## src/rtl/lsps_pkg.sv

```systemverilog
`default_nettype none
package lsps_pkg;

   // Encoding modes
   localparam logic [1:0] MODE_RAW    = 2'd0;
   localparam logic [1:0] MODE_HIBIT  = 2'd1;
   localparam logic [1:0] MODE_START  = 2'd2;
   localparam logic [1:0] MODE_PACKED = 2'd3;

   // Item kinds
   localparam logic FUNC_PIXEL = 1'b0;
   localparam logic FUNC_IDLE  = 1'b1;

   // Control register indexes
   localparam logic CSR_STRIP_MODE = 1'b0;
   localparam logic CSR_LED_COUNT  = 1'b1;

   localparam int MODE_W  = 2;
   localparam int COUNT_W = 12;
   localparam int CSR_W   = 12;

   // Longest strip the latch length covers
   localparam int MAX_LEDS = 2048;

   // Latch zero bytes: at most 3 * ceil(MAX_LEDS / 192)
   localparam int LATCH_MAX = 3 * ((MAX_LEDS + 191) / 192);
   localparam int LATCH_W   = $clog2(LATCH_MAX + 1);

   localparam int QUEUE_DEPTH = 2;

   // Bit counts of a result
   localparam logic [3:0] BITS_BYTE   = 4'd8;
   localparam logic [3:0] BITS_SINGLE = 4'd1;

   // Header lengths
   localparam logic [2:0] HDR_START_BYTES  = 3'd6;
   localparam logic [2:0] HDR_PACKED_BYTES = 3'd2;
   localparam logic [1:0] HDR_START_BITS   = 2'd2;

   // Work descriptor for one item, counts of each kind of result in order
   typedef struct packed {
      logic [2:0]         pre_bytes;
      logic [1:0]         pre_bits;
      logic               start_bit;
      logic [1:0]         data_n;
      logic [23:0]        data;
      logic [LATCH_W-1:0] post_bytes;
   } desc_type;

endpackage
`default_nettype wire

```

## src/rtl/lsps_front.sv

```systemverilog
`default_nettype none
module lsps_front (
   input  wire logic                        clock,
   input  wire logic                        reset,
   input  wire logic                        csr_write_en,
   input  wire logic                        csr_index,
   input  wire logic [lsps_pkg::CSR_W-1:0]  csr_write_data,
   input  wire logic                        req_valid,
   output logic                             req_stall,
   input  wire logic                        req_func,
   input  wire logic [7:0]                  req_red,
   input  wire logic [7:0]                  req_green,
   input  wire logic [7:0]                  req_blue,
   input  wire logic                        req_first_pixel,
   input  wire logic                        req_last_pixel,
   input  wire logic                        q_full,
   output logic                             q_push,
   output lsps_pkg::desc_type               q_desc
);
   import lsps_pkg::*;

   logic [MODE_W-1:0]  strip_mode_ff, strip_mode_in;
   logic [COUNT_W-1:0] led_count_ff, led_count_in;
   logic               in_frame_ff, in_frame_in;

   logic               accept;
   logic               emits;
   logic [COUNT_W-1:0] leds;
   logic [COUNT_W:0]   leds_up;
   logic [6:0]         blocks;
   logic [14:0]        scaled;
   logic [5:0]         groups;
   logic [6:0]         latch_sum;
   logic [LATCH_W-1:0] latch_bytes;
   logic [15:0]        word;
   desc_type           desc;

   assign req_stall = q_full;
   assign accept    = req_valid && !q_full;

   // Latch length: 3 * ceil(leds/192), ceil(leds/192) = ceil(ceil(leds/64)/3), divide by 3 via *171>>9
   always_comb begin
      leds        = (led_count_ff > COUNT_W'(MAX_LEDS)) ? COUNT_W'(MAX_LEDS) : led_count_ff;
      leds_up     = {1'b0, leds} + (COUNT_W+1)'(63);
      blocks      = leds_up[COUNT_W:6];
      scaled      = 15'(blocks + 7'd2) * 15'd171;
      groups      = scaled[14:9];
      latch_sum   = {1'b0, groups} + {groups, 1'b0};
      latch_bytes = latch_sum[LATCH_W-1:0];
   end

   // Classify item into a descriptor
   always_comb begin
      word            = {1'b1, req_red[7:3], req_green[7:3], req_blue[7:3]};
      desc.pre_bytes  = 3'd0;
      desc.pre_bits   = 2'd0;
      desc.start_bit  = 1'b0;
      desc.data_n     = 2'd3;
      desc.data       = {req_red, req_green, req_blue};
      desc.post_bytes = '0;
      emits           = 1'b1;
      if (req_func == FUNC_IDLE) begin
         desc.data_n    = 2'd0;
         desc.pre_bytes = HDR_PACKED_BYTES;
         emits          = (strip_mode_ff == MODE_PACKED) && !in_frame_ff;
      end else begin
         unique case (strip_mode_ff)
            MODE_RAW: begin
            end
            MODE_HIBIT: begin
               desc.data = {1'b1, req_red[7:1], 1'b1, req_green[7:1], 1'b1, req_blue[7:1]};
               if (req_last_pixel) begin
                  desc.post_bytes = latch_bytes;
               end
            end
            MODE_START: begin
               desc.start_bit = 1'b1;
               if (req_first_pixel) begin
                  desc.pre_bytes = HDR_START_BYTES;
                  desc.pre_bits  = HDR_START_BITS;
               end
            end
            MODE_PACKED: begin
               desc.data_n = 2'd2;
               desc.data   = {word, 8'h00};
               if (req_first_pixel) begin
                  desc.pre_bytes = HDR_PACKED_BYTES;
               end
            end
            default: begin
            end
         endcase
      end
   end

   assign q_push = accept && emits;
   assign q_desc = desc;

   // Track frame and take register writes
   always_comb begin
      in_frame_in   = in_frame_ff;
      strip_mode_in = strip_mode_ff;
      led_count_in  = led_count_ff;
      if (accept && (req_func == FUNC_PIXEL)) begin
         in_frame_in = !req_last_pixel;
      end
      if (csr_write_en) begin
         if (csr_index == CSR_STRIP_MODE) begin
            strip_mode_in = csr_write_data[MODE_W-1:0];
         end else begin
            led_count_in = csr_write_data[COUNT_W-1:0];
         end
      end
   end

   always_ff @(posedge clock) begin
      if (reset) begin
         in_frame_ff   <= 1'b0;
         strip_mode_ff <= MODE_RAW;
         led_count_ff  <= '0;
      end else begin
         in_frame_ff   <= in_frame_in;
         strip_mode_ff <= strip_mode_in;
         led_count_ff  <= led_count_in;
      end
   end

`ifndef SYNTHESIS
   // Every pushed descriptor yields at least one result
   assert property (@(posedge clock) disable iff (reset)
      q_push |-> (q_desc.pre_bytes != 3'd0 || q_desc.data_n != 2'd0))
      else $error("empty descriptor pushed");
`endif

endmodule
`default_nettype wire

```

## src/rtl/lsps_queue.sv

```systemverilog
`default_nettype none
module lsps_queue #(
   parameter int DEPTH = lsps_pkg::QUEUE_DEPTH
) (
   input  wire logic                clock,
   input  wire logic                reset,
   input  wire logic                push,
   input  wire lsps_pkg::desc_type  push_desc,
   output logic                     full,
   input  wire logic                pop,
   output logic                     q_valid,
   output lsps_pkg::desc_type       pop_desc
);
   import lsps_pkg::*;

   localparam int PTR_W = (DEPTH > 1) ? $clog2(DEPTH) : 1;
   localparam int CNT_W = $clog2(DEPTH + 1);

   desc_type         entry_ff [DEPTH];
   logic [PTR_W-1:0] wr_ptr_ff, wr_ptr_in;
   logic [PTR_W-1:0] rd_ptr_ff, rd_ptr_in;
   logic [CNT_W-1:0] count_ff, count_in;

   assign full     = (count_ff == CNT_W'(DEPTH));
   assign q_valid  = (count_ff != '0);
   assign pop_desc = entry_ff[rd_ptr_ff];

   // Advance pointers with wrap
   always_comb begin
      wr_ptr_in = wr_ptr_ff;
      rd_ptr_in = rd_ptr_ff;
      count_in  = count_ff;
      if (push) begin
         wr_ptr_in = (wr_ptr_ff == PTR_W'(DEPTH - 1)) ? '0 : wr_ptr_ff + 1'b1;
      end
      if (pop) begin
         rd_ptr_in = (rd_ptr_ff == PTR_W'(DEPTH - 1)) ? '0 : rd_ptr_ff + 1'b1;
      end
      if (push && !pop) begin
         count_in = count_ff + 1'b1;
      end else if (pop && !push) begin
         count_in = count_ff - 1'b1;
      end
   end

   always_ff @(posedge clock) begin
      if (reset) begin
         wr_ptr_ff <= '0;
         rd_ptr_ff <= '0;
         count_ff  <= '0;
      end else begin
         wr_ptr_ff <= wr_ptr_in;
         rd_ptr_ff <= rd_ptr_in;
         count_ff  <= count_in;
      end
   end

   // Store pushed descriptor
   always_ff @(posedge clock) begin
      if (push) begin
         entry_ff[wr_ptr_ff] <= push_desc;
      end
   end

`ifndef SYNTHESIS
   assert property (@(posedge clock) disable iff (reset) !(push && full))
      else $error("queue overflow");
   assert property (@(posedge clock) disable iff (reset) pop |-> q_valid)
      else $error("queue underflow");
`endif

endmodule
`default_nettype wire

```

## src/rtl/lsps_back.sv

```systemverilog
`default_nettype none
module lsps_back (
   input  wire logic                clock,
   input  wire logic                reset,
   input  wire logic                q_valid,
   input  wire lsps_pkg::desc_type  q_desc,
   output logic                     q_pop,
   output logic                     rsp_valid,
   input  wire logic                rsp_stall,
   output logic [7:0]               rsp_out_bits,
   output logic [3:0]               rsp_bit_count,
   output logic                     rsp_run_end
);
   import lsps_pkg::*;

   desc_type   desc_ff, desc_in;
   logic       act_valid_ff, act_valid_in;
   logic       rsp_valid_ff, rsp_valid_in;
   logic [7:0] out_bits_ff;
   logic [3:0] bit_count_ff;
   logic       run_end_ff;

   logic       out_free;
   logic       gen;
   logic       done;
   logic [7:0] cur_bits;
   logic [3:0] cur_count;
   logic       cur_last;
   desc_type   step;

   assign out_free = !rsp_valid_ff || !rsp_stall;
   assign gen      = act_valid_ff && out_free;
   assign done     = gen && cur_last;
   assign q_pop    = q_valid && (!act_valid_ff || done);

   // Pick the next result from the active descriptor
   always_comb begin
      step      = desc_ff;
      cur_bits  = 8'h00;
      cur_count = BITS_BYTE;
      priority if (desc_ff.pre_bytes != 3'd0) begin
         step.pre_bytes = desc_ff.pre_bytes - 3'd1;
      end else if (desc_ff.pre_bits != 2'd0) begin
         cur_count     = BITS_SINGLE;
         step.pre_bits = desc_ff.pre_bits - 2'd1;
      end else if (desc_ff.start_bit) begin
         cur_bits       = 8'h01;
         cur_count      = BITS_SINGLE;
         step.start_bit = 1'b0;
      end else if (desc_ff.data_n != 2'd0) begin
         cur_bits    = desc_ff.data[23:16];
         step.data   = {desc_ff.data[15:0], 8'h00};
         step.data_n = desc_ff.data_n - 2'd1;
      end else begin
         step.post_bytes = desc_ff.post_bytes - 1'b1;
      end
      cur_last = (step.pre_bytes == 3'd0) && (step.pre_bits == 2'd0) && !step.start_bit
                 && (step.data_n == 2'd0) && (step.post_bytes == '0);
   end

   // Load, advance or drop the active descriptor
   always_comb begin
      desc_in      = desc_ff;
      act_valid_in = act_valid_ff;
      if (q_pop) begin
         desc_in      = q_desc;
         act_valid_in = 1'b1;
      end else if (done) begin
         act_valid_in = 1'b0;
      end else if (gen) begin
         desc_in = step;
      end
      rsp_valid_in = gen || (rsp_valid_ff && rsp_stall);
   end

   always_ff @(posedge clock) begin
      if (reset) begin
         act_valid_ff <= 1'b0;
         rsp_valid_ff <= 1'b0;
      end else begin
         act_valid_ff <= act_valid_in;
         rsp_valid_ff <= rsp_valid_in;
      end
   end

   // Hold payload, load a fresh result when the output register frees up
   always_ff @(posedge clock) begin
      desc_ff <= desc_in;
      if (gen) begin
         out_bits_ff  <= cur_bits;
         bit_count_ff <= cur_count;
         run_end_ff   <= cur_last;
      end
   end

   assign rsp_valid     = rsp_valid_ff;
   assign rsp_out_bits  = out_bits_ff;
   assign rsp_bit_count = bit_count_ff;
   assign rsp_run_end   = run_end_ff;

`ifndef SYNTHESIS
   assert property (@(posedge clock) disable iff (reset)
      (!$past(reset) && $fell(act_valid_ff)) |-> $past(done))
      else $error("descriptor dropped before its last result");
   assert property (@(posedge clock) disable iff (reset)
      gen |-> (cur_count == BITS_BYTE || cur_bits[7:1] == 7'd0))
      else $error("single bit result carries extra bits");
`endif

endmodule
`default_nettype wire

```

## src/rtl/led_strip_pixel_serializer_core.sv

```systemverilog
// LED strip pixel serializer.
// Input channel req_*: one pixel (func = pixel, red/green/blue, first/last
// marks) or one idle tick, taken when req_valid is high and req_stall low.
// Result channel rsp_*: groups of bits to shift out MSB first, 8 bits or a
// single bit in bit 0; rsp_run_end marks the last group of each item.
// Control registers csr_*: index 0 strip mode, index 1 LED count; write
// them only while the block is idle.
// The first group of an item passes through the queue entry, the active
// descriptor register and the output register. Groups leave at one per cycle
// while rsp_stall is low, set by the output stage, so a pixel gives 3 groups
// in modes 0 and 1 (2 in mode 3, 4 in mode 2), up to 12 with a mode 2 header
// and up to 36 with a mode 1 latch. The front end classifies items into a
// short descriptor queue and keeps taking items while the back end works,
// until the queue is full. Reset clears the registers to mode 0 and count 0,
// closes the frame and empties the queue and output. A stalled result holds
// steady; the queue then fills and req_stall rises.
`default_nettype none
module led_strip_pixel_serializer_core #(
   parameter int QUEUE_DEPTH = lsps_pkg::QUEUE_DEPTH
) (
   input  wire logic                        clock,
   input  wire logic                        reset,
   input  wire logic                        csr_write_en,
   input  wire logic                        csr_index,
   input  wire logic [lsps_pkg::CSR_W-1:0]  csr_write_data,
   input  wire logic                        req_valid,
   output logic                             req_stall,
   input  wire logic                        req_func,
   input  wire logic [7:0]                  req_red,
   input  wire logic [7:0]                  req_green,
   input  wire logic [7:0]                  req_blue,
   input  wire logic                        req_first_pixel,
   input  wire logic                        req_last_pixel,
   output logic                             rsp_valid,
   input  wire logic                        rsp_stall,
   output logic [7:0]                       rsp_out_bits,
   output logic [3:0]                       rsp_bit_count,
   output logic                             rsp_run_end
);
   import lsps_pkg::*;

   logic     q_full;
   logic     q_push;
   logic     q_pop;
   logic     q_valid;
   desc_type push_desc;
   desc_type pop_desc;

   // Take and classify items
   lsps_front u_front (
      .clock           (clock),
      .reset           (reset),
      .csr_write_en    (csr_write_en),
      .csr_index       (csr_index),
      .csr_write_data  (csr_write_data),
      .req_valid       (req_valid),
      .req_stall       (req_stall),
      .req_func        (req_func),
      .req_red         (req_red),
      .req_green       (req_green),
      .req_blue        (req_blue),
      .req_first_pixel (req_first_pixel),
      .req_last_pixel  (req_last_pixel),
      .q_full          (q_full),
      .q_push          (q_push),
      .q_desc          (push_desc)
   );

   // Buffer descriptors between the two sides
   lsps_queue #(
      .DEPTH (QUEUE_DEPTH)
   ) u_queue (
      .clock     (clock),
      .reset     (reset),
      .push      (q_push),
      .push_desc (push_desc),
      .full      (q_full),
      .pop       (q_pop),
      .q_valid   (q_valid),
      .pop_desc  (pop_desc)
   );

   // Emit bit groups
   lsps_back u_back (
      .clock         (clock),
      .reset         (reset),
      .q_valid       (q_valid),
      .q_desc        (pop_desc),
      .q_pop         (q_pop),
      .rsp_valid     (rsp_valid),
      .rsp_stall     (rsp_stall),
      .rsp_out_bits  (rsp_out_bits),
      .rsp_bit_count (rsp_bit_count),
      .rsp_run_end   (rsp_run_end)
   );

endmodule
`default_nettype wire

```

## config.mk

```make
export PLATFORM = sky130hd
export DESIGN_NAME = led_strip_pixel_serializer_core
export DESIGN_NICKNAME = d
export VERILOG_FILES = /design/src/rtl/lsps_pkg.sv /design/src/rtl/lsps_front.sv /design/src/rtl/lsps_queue.sv /design/src/rtl/lsps_back.sv /design/src/rtl/led_strip_pixel_serializer_core.sv
export SDC_FILE = /design/constraint.sdc
export NUM_CORES = 1
export LEC_CHECK = 0
export ABC_AREA = 1
export BUFFER_PORTS_ARGS = -buffer_cell sky130_fd_sc_hd__buf_2
export CORE_UTILIZATION = 55
export CTS_BUF_LIST = sky130_fd_sc_hd__clkbuf_16
export CTS_CLUSTER_DIAMETER = 150
export DETAILED_ROUTE_END_ITERATION = 6
export GPL_ROUTABILITY_DRIVEN = 0
export GPL_TIMING_DRIVEN = 0
export PLACE_DENSITY = 0.84
export SYNTH_ARGS = -nofsm -noshare
export SYNTH_HDL_FRONTEND = slang
export SYNTH_HIERARCHICAL = 1
export SYNTH_SLANG_ARGS = --single-unit
```

## constraint.sdc

```tcl
create_clock -name clock -period 6.8 [get_ports clock]
set_clock_uncertainty 0.05 [all_clocks]
set_input_delay 0.68 -clock clock [delete_from_list [all_inputs] [get_ports clock]]
set_output_delay 0.68 -clock clock [all_outputs]
set_load 0.005 [all_outputs]
```

After elaboration in Yosys (flattened, before gate mapping)

Memory sizes are Yosys's and may differ from the RTL's. A register that Yosys moved wholly into a read port is not among the register bits.
Index checks and enable logic that the tools add are counted.

Output and inout port bits: 15
Input port bits: 45
Bits in writable memories: 76
Flip-flop bits (word level): 72
Memories: 1

Memories:

| memory           | depth | width | rd ports | clocked after memory_dff | write ports | line             | text |
|---|---|---|---|---|---|---|---|
| u_queue.entry_ff | 2     | 38    | 1        | 1                        | 1           | lsps_queue.sv:19 | `desc_type entry_ff [DEPTH];` |

Reductions and logical operators: 44
Mux-type cells: 38
Multipliers: 1
Bitwise logic cells: 3
Order comparisons: 1
Equality and inequality tests: 8
$add $sub $neg: 11

Operator list:

| kind                                                                | number |
|---|---|
| 38-bit two-way mux                                                  | 3 |
| 24-bit one-hot mux with 2 select lines                              | 1 |
| 35-bit two-way mux                                                  | 1 |
| 33-bit two-way mux                                                  | 1 |
| 32-bit two-way mux                                                  | 1 |
| 30-bit two-way mux                                                  | 1 |
| 26-bit two-way mux                                                  | 1 |
| 6-bit two-way mux                                                   | 3 |
| 8-bit by 8-bit multiplier with 15-bit output, second input constant | 1 |
| 1-bit logical AND                                                   | 14 |
| 2-bit nonzero test                                                  | 7 |
| 12-bit by 6-bit adder with 13-bit output, second input constant     | 1 |
| 12-bit > comparator, second input constant                          | 1 |
| 1-bit two-way mux                                                   | 12 |
| 12-bit two-way mux                                                  | 1 |
| 3-bit two-way mux                                                   | 4 |
| 2-bit two-way mux                                                   | 5 |
| 1-bit zero test                                                     | 9 |
| 7-bit by 2-bit adder with 8-bit output, second input constant       | 1 |
| 4-bit two-way mux                                                   | 2 |
| 2-bit != test, second input constant                                | 4 |
| 6-bit adder                                                         | 1 |
| 2-bit equality test, second input constant                          | 3 |
| 6-bit zero test                                                     | 1 |
| 17 further kinds                                                    | 27 |

Logic depth before layout (Yosys ltp)

Word-level depth: 16
Depth in mapped cells: 40

Hierarchy

The synthesis kept the hierarchy.

Modules (own cells, without submodules):

| module     | cells an instance | times used | area an instance (sq um) |
|---|---|---|---|
| lsps_queue | 151               | 1          | 3050.4 |
| lsps_back  | 341               | 1          | 2791.4 |
| lsps_front | 418               | 1          | 2772.7 |

Least setup slack after synthesis

Ideal clock, no wire load.

Path kind: register to register
Start: register u_front.led_count_ff[7]
End: memory u_queue/entry_ff[0][5] (netlist bit), data pin
Arrival: 5.319 ns
Cell stages (with the launch flop): 37
Slack: 1.174 ns
Buffers on the path: 0
Setup time: 0.257 ns
Path through: dfxtp_1 or2_1 nor2_2 nand2_2 nand2_4 nand4_2 nand2_2 inv_1 ha_1 xor2_1 inv_1 ha_1 fa_1 fa_1 inv_1 fa_1 inv_1 ha_1 nand2_1 inv_1 nand2_1 inv_1 a21oi_1 o21ai_0 a31oi_1 nand2_2 xor2_2 nand3b_1 nand2_1 inv_2 ha_1 inv_1 nand2_2 nand4_1 nand3_1 nand2_1 nor2_2

RTL lines:

| element                | line              | text |
|---|---|---|
| from (decl)            | lsps_front.sv:23  | `logic [COUNT_W-1:0] led_count_ff, led_count_in;` |
| from (signal assigned) | lsps_front.sv:124 | `led_count_ff <= led_count_in;` |
| to (decl)              | lsps_queue.sv:19  |  |

==> impl_metrics.json <==
{
  "synth_edf_count": 125,
  "p_int_mw": 2.50,
  "cts-root-buf": "clkbuf_16",
  "routed_wl_um": 17400,
  "yosys.cell_types.count": 45,
  "ys_seq_area_frac": 0.487,
  "critPathMaxStageDelay_ns": 0.53,
  "yosys_warnings": 6,
  "cp_top_family": "adder cells",
  "antenna_cells": 0,
  "p_total_mw": 4.02,
  "avgSynthCellArea_sq_um": 9.47,
  "ant_nets": 0,
  "stdcell_count": 1222,
  "p_sw_mw": 1.52,
  "critPathKind": "reg -> reg",
  "initial_utilization": 0.565,
  "final_common_cell": "nand2_1",
  "worst_ep_required_time_ns": 6.92,
  "firstDrtPassIters": 5,
  "synth_top_area_cell": "edfxtp_1",
  "p_leak_nw": 4.64,
  "dieHeight_um": 127,
  "grt_antenna_before_repair": 0,
  "crit_path_end_kind": "register",
  "fin_nets": 1103,
  "final_util": 0.645,
  "p_per_area_nw_per_um2": 408,
  "coreArea_sq_um": 15300,
  "wl_per_cell_um": 14.2,
  "ys_seq_elements": 147,
  "period_needed_ns": 6.11,
  "syn_area_sq_um": 8610,
  "rsz0062_at_grt": "no",
  "place.detailed.instances": 1190,
  "drcViolationCount": 0,
  "numPortBuffers": 57,
  "ctsHtreeMaxLevel": 4,
  "min_path_type": "reg -> reg",
  "switching_share": 0.378,
  "crit_buf_inv": 9,
  "rows": 45,
  "drv_cap": 0,
  "finalHoldViolCount": 0,
  "max_freq_mhz": 164,
  "grt_max_degree": 40,
  "hpwlAfterDp_um": 12400,
  "async_reset_ff_frac": 0,
  "grt_pass1_wl_um": 28700,
  "grt.total_usage": 0.229,
  "vias_per_cell": 5.22,
  "die_area_sq_um": 16200,
  "cts_max_path_buffers": 2,
  "io_pins": 60,
  "status": "completed",
  "slew_headroom": 0.312,
  "layout-area-overhead-vs-synth_pct": 14.3,
  "clockPowerShare": 0.237,
  "synthTopCellsByArea": "edfxtp_1 44%, nand2_1 8.2%, inv_1 7.4%, ha_1 7.1%, dfxtp_1 5.1%",
  "tightest_slew_ns": 1.03,
  "num_vias": 6382,
  "crit_fanout": 4,
  "slowest_stage": "fa_1",
  "cts_made_buffers": 17,
  "cts_tree": "built",
  "clk_transition_reported_paths_ns": 0.06,
  "cp.arrival_ns": 6.23,
  "combPwrFrac": 0.429,
  "cpMostUsedCell": "inv_1",
  "peakVddDrop_v": 0.000244,
  "drt_iter0_drc": 603,
  "setup_viol": 0,
  "synth_top_flop_cell": "edfxtp_1",
  "period_share": 0.899,
  "cts_hold_buf": 0,
  "slew_violations": 0,
  "drive_gt1_frac": 0.186,
  "layout_common_cells": "188 x nand2_1, 172 x inv_1, 125 x edfxtp_1",
  "grt_pass1_vias": 6222,
  "start_kind": "register",
  "tns_ns": 0,
  "cts_setup_buffers": 0,
  "synthDominantCellAreaShare": 0.436,
  "clkSinkCount": 147,
  "die_w_um": 127,
  "clk_latency_ns": 0.42,
  "seqPwrFrac": 0.335,
  "netlist_instances": 910,
  "overflow": 0,
  "cts_resized": 0
}
## final timing paths
path                                             start                                   end  slack, ns  depth (start not counted)
hold / removal    u_front/led_count_ff[1]$_SDFFE_PP0P_  u_front/led_count_ff[1]$_SDFFE_PP0P_       0.42                          2
setup reg to reg  u_front/led_count_ff[2]$_SDFFE_PP0P_      u_queue/entry_ff[0][5]$_DFFE_PP_       0.69                         36
setup / recovery  u_front/led_count_ff[2]$_SDFFE_PP0P_      u_queue/entry_ff[0][5]$_DFFE_PP_       0.69                         36
hold reg to reg   u_front/led_count_ff[1]$_SDFFE_PP0P_  u_front/led_count_ff[1]$_SDFFE_PP0P_       0.42                          2
## kinds of logic (layout without fill, tap and decap cells)
logic type	count (synthesis)	count (layout)	synth area share
other	3	13	0.00131
muxes	38	38	0.0584
DFF	147	147	0.487
buffers and inverters	202	293	0.0977
adders and majority gates	60	60	0.0967
AOI/OAI and AO/OA	76	76	0.0555
and+or+nand+nor	375	375	0.193
xor gates and xnor gates	9	9	0.0100
## sequential cells by signal, indices dropped and copies added (netlist names), 2 cells and up, named ones only
name                   cells
u_front/strip_mode_ff      2
u_front/led_count_ff      12
u_back/rsp_bit_count       2
u_back/desc_ff            38
u_back/rsp_out_bits        8
u_queue/entry_ff          76
u_queue/count_ff           2
## worst min-delay path: cells and delay by family (launching register included)
kind | cells | cell delay (ns)
simple gates | 1 | 0.06
flops | 1 | 0.31
compound gates | 1 | 0.05
## cell type report
class,instances,area [sq um]
Tap cell,211,264
Buffer,27,185
Sequential cell,147,4190
Clock inverter,15,175
Inverter,175,657
Timing Repair Buffer,59,320
Fill cell,1117,5410
Clock buffer,17,425
Multi-Input combinational cell,571,3630
## power by group through the flow
stage | clock, mW | combinational, mW | sequential (mW)
final | 0.951 | 1.72 | 1.35
after global routing | 0.990 | 1.97 | 1.36
after CTS | 0.954 | 1.72 | 1.35
after detailed placement | 0 | 1.69 | 1.36
after global placement | 0 | 1.62 | 1.36
after floorplan | 0 | 1.33 | 1.34
## through the flow
stage	setup slack, ns	hold slack (ns)	area, sq um
3_3_place_gp	0.800	0.404	9200
5_1_grt	0.256	0.445	9850
2_1_floorplan	1.17	0.388	8650
4_1_cts	0.697	0.417	9850
6_report	0.686	0.420	9850
3_5_place_dp	0.740	0.408	9250
## cell usage after synthesis (2+ instances only)
library cell,count
a211oi_1,10
a21oi_1,26
a22oi_1,3
a31oi_1,2
and2_1,2
buf_4,8
buf_6,7
clkbuf_1,11
conb_1,3
dfxtp_1,22
edfxtp_1,125
fa_1,11
ha_1,49
inv_1,169
inv_2,6
mux2_2,18
mux2_4,20
nand2_1,188
nand2_2,14
nand2_4,3
nand3_1,52
nand3_2,4
nand3b_1,4
nand4_1,10
nor2_1,75
nor2_2,13
nor2_4,2
nor3_1,6
o211ai_1,3
o21ai_0,15
o21bai_1,2
o221ai_1,3
o22ai_1,6
xnor2_1,6
xor2_1,2
## metal layers
layer  global-route usage  vias to the layer above  routed length, um
met5                    0                        -                  0
met2                0.412                      247               8900
met4               0.0896                        0                414
met3               0.0406                       41                951
li1                     -                     3133                  -
met1                0.272                     2961               7140
(Power assumes the default switching activity.)
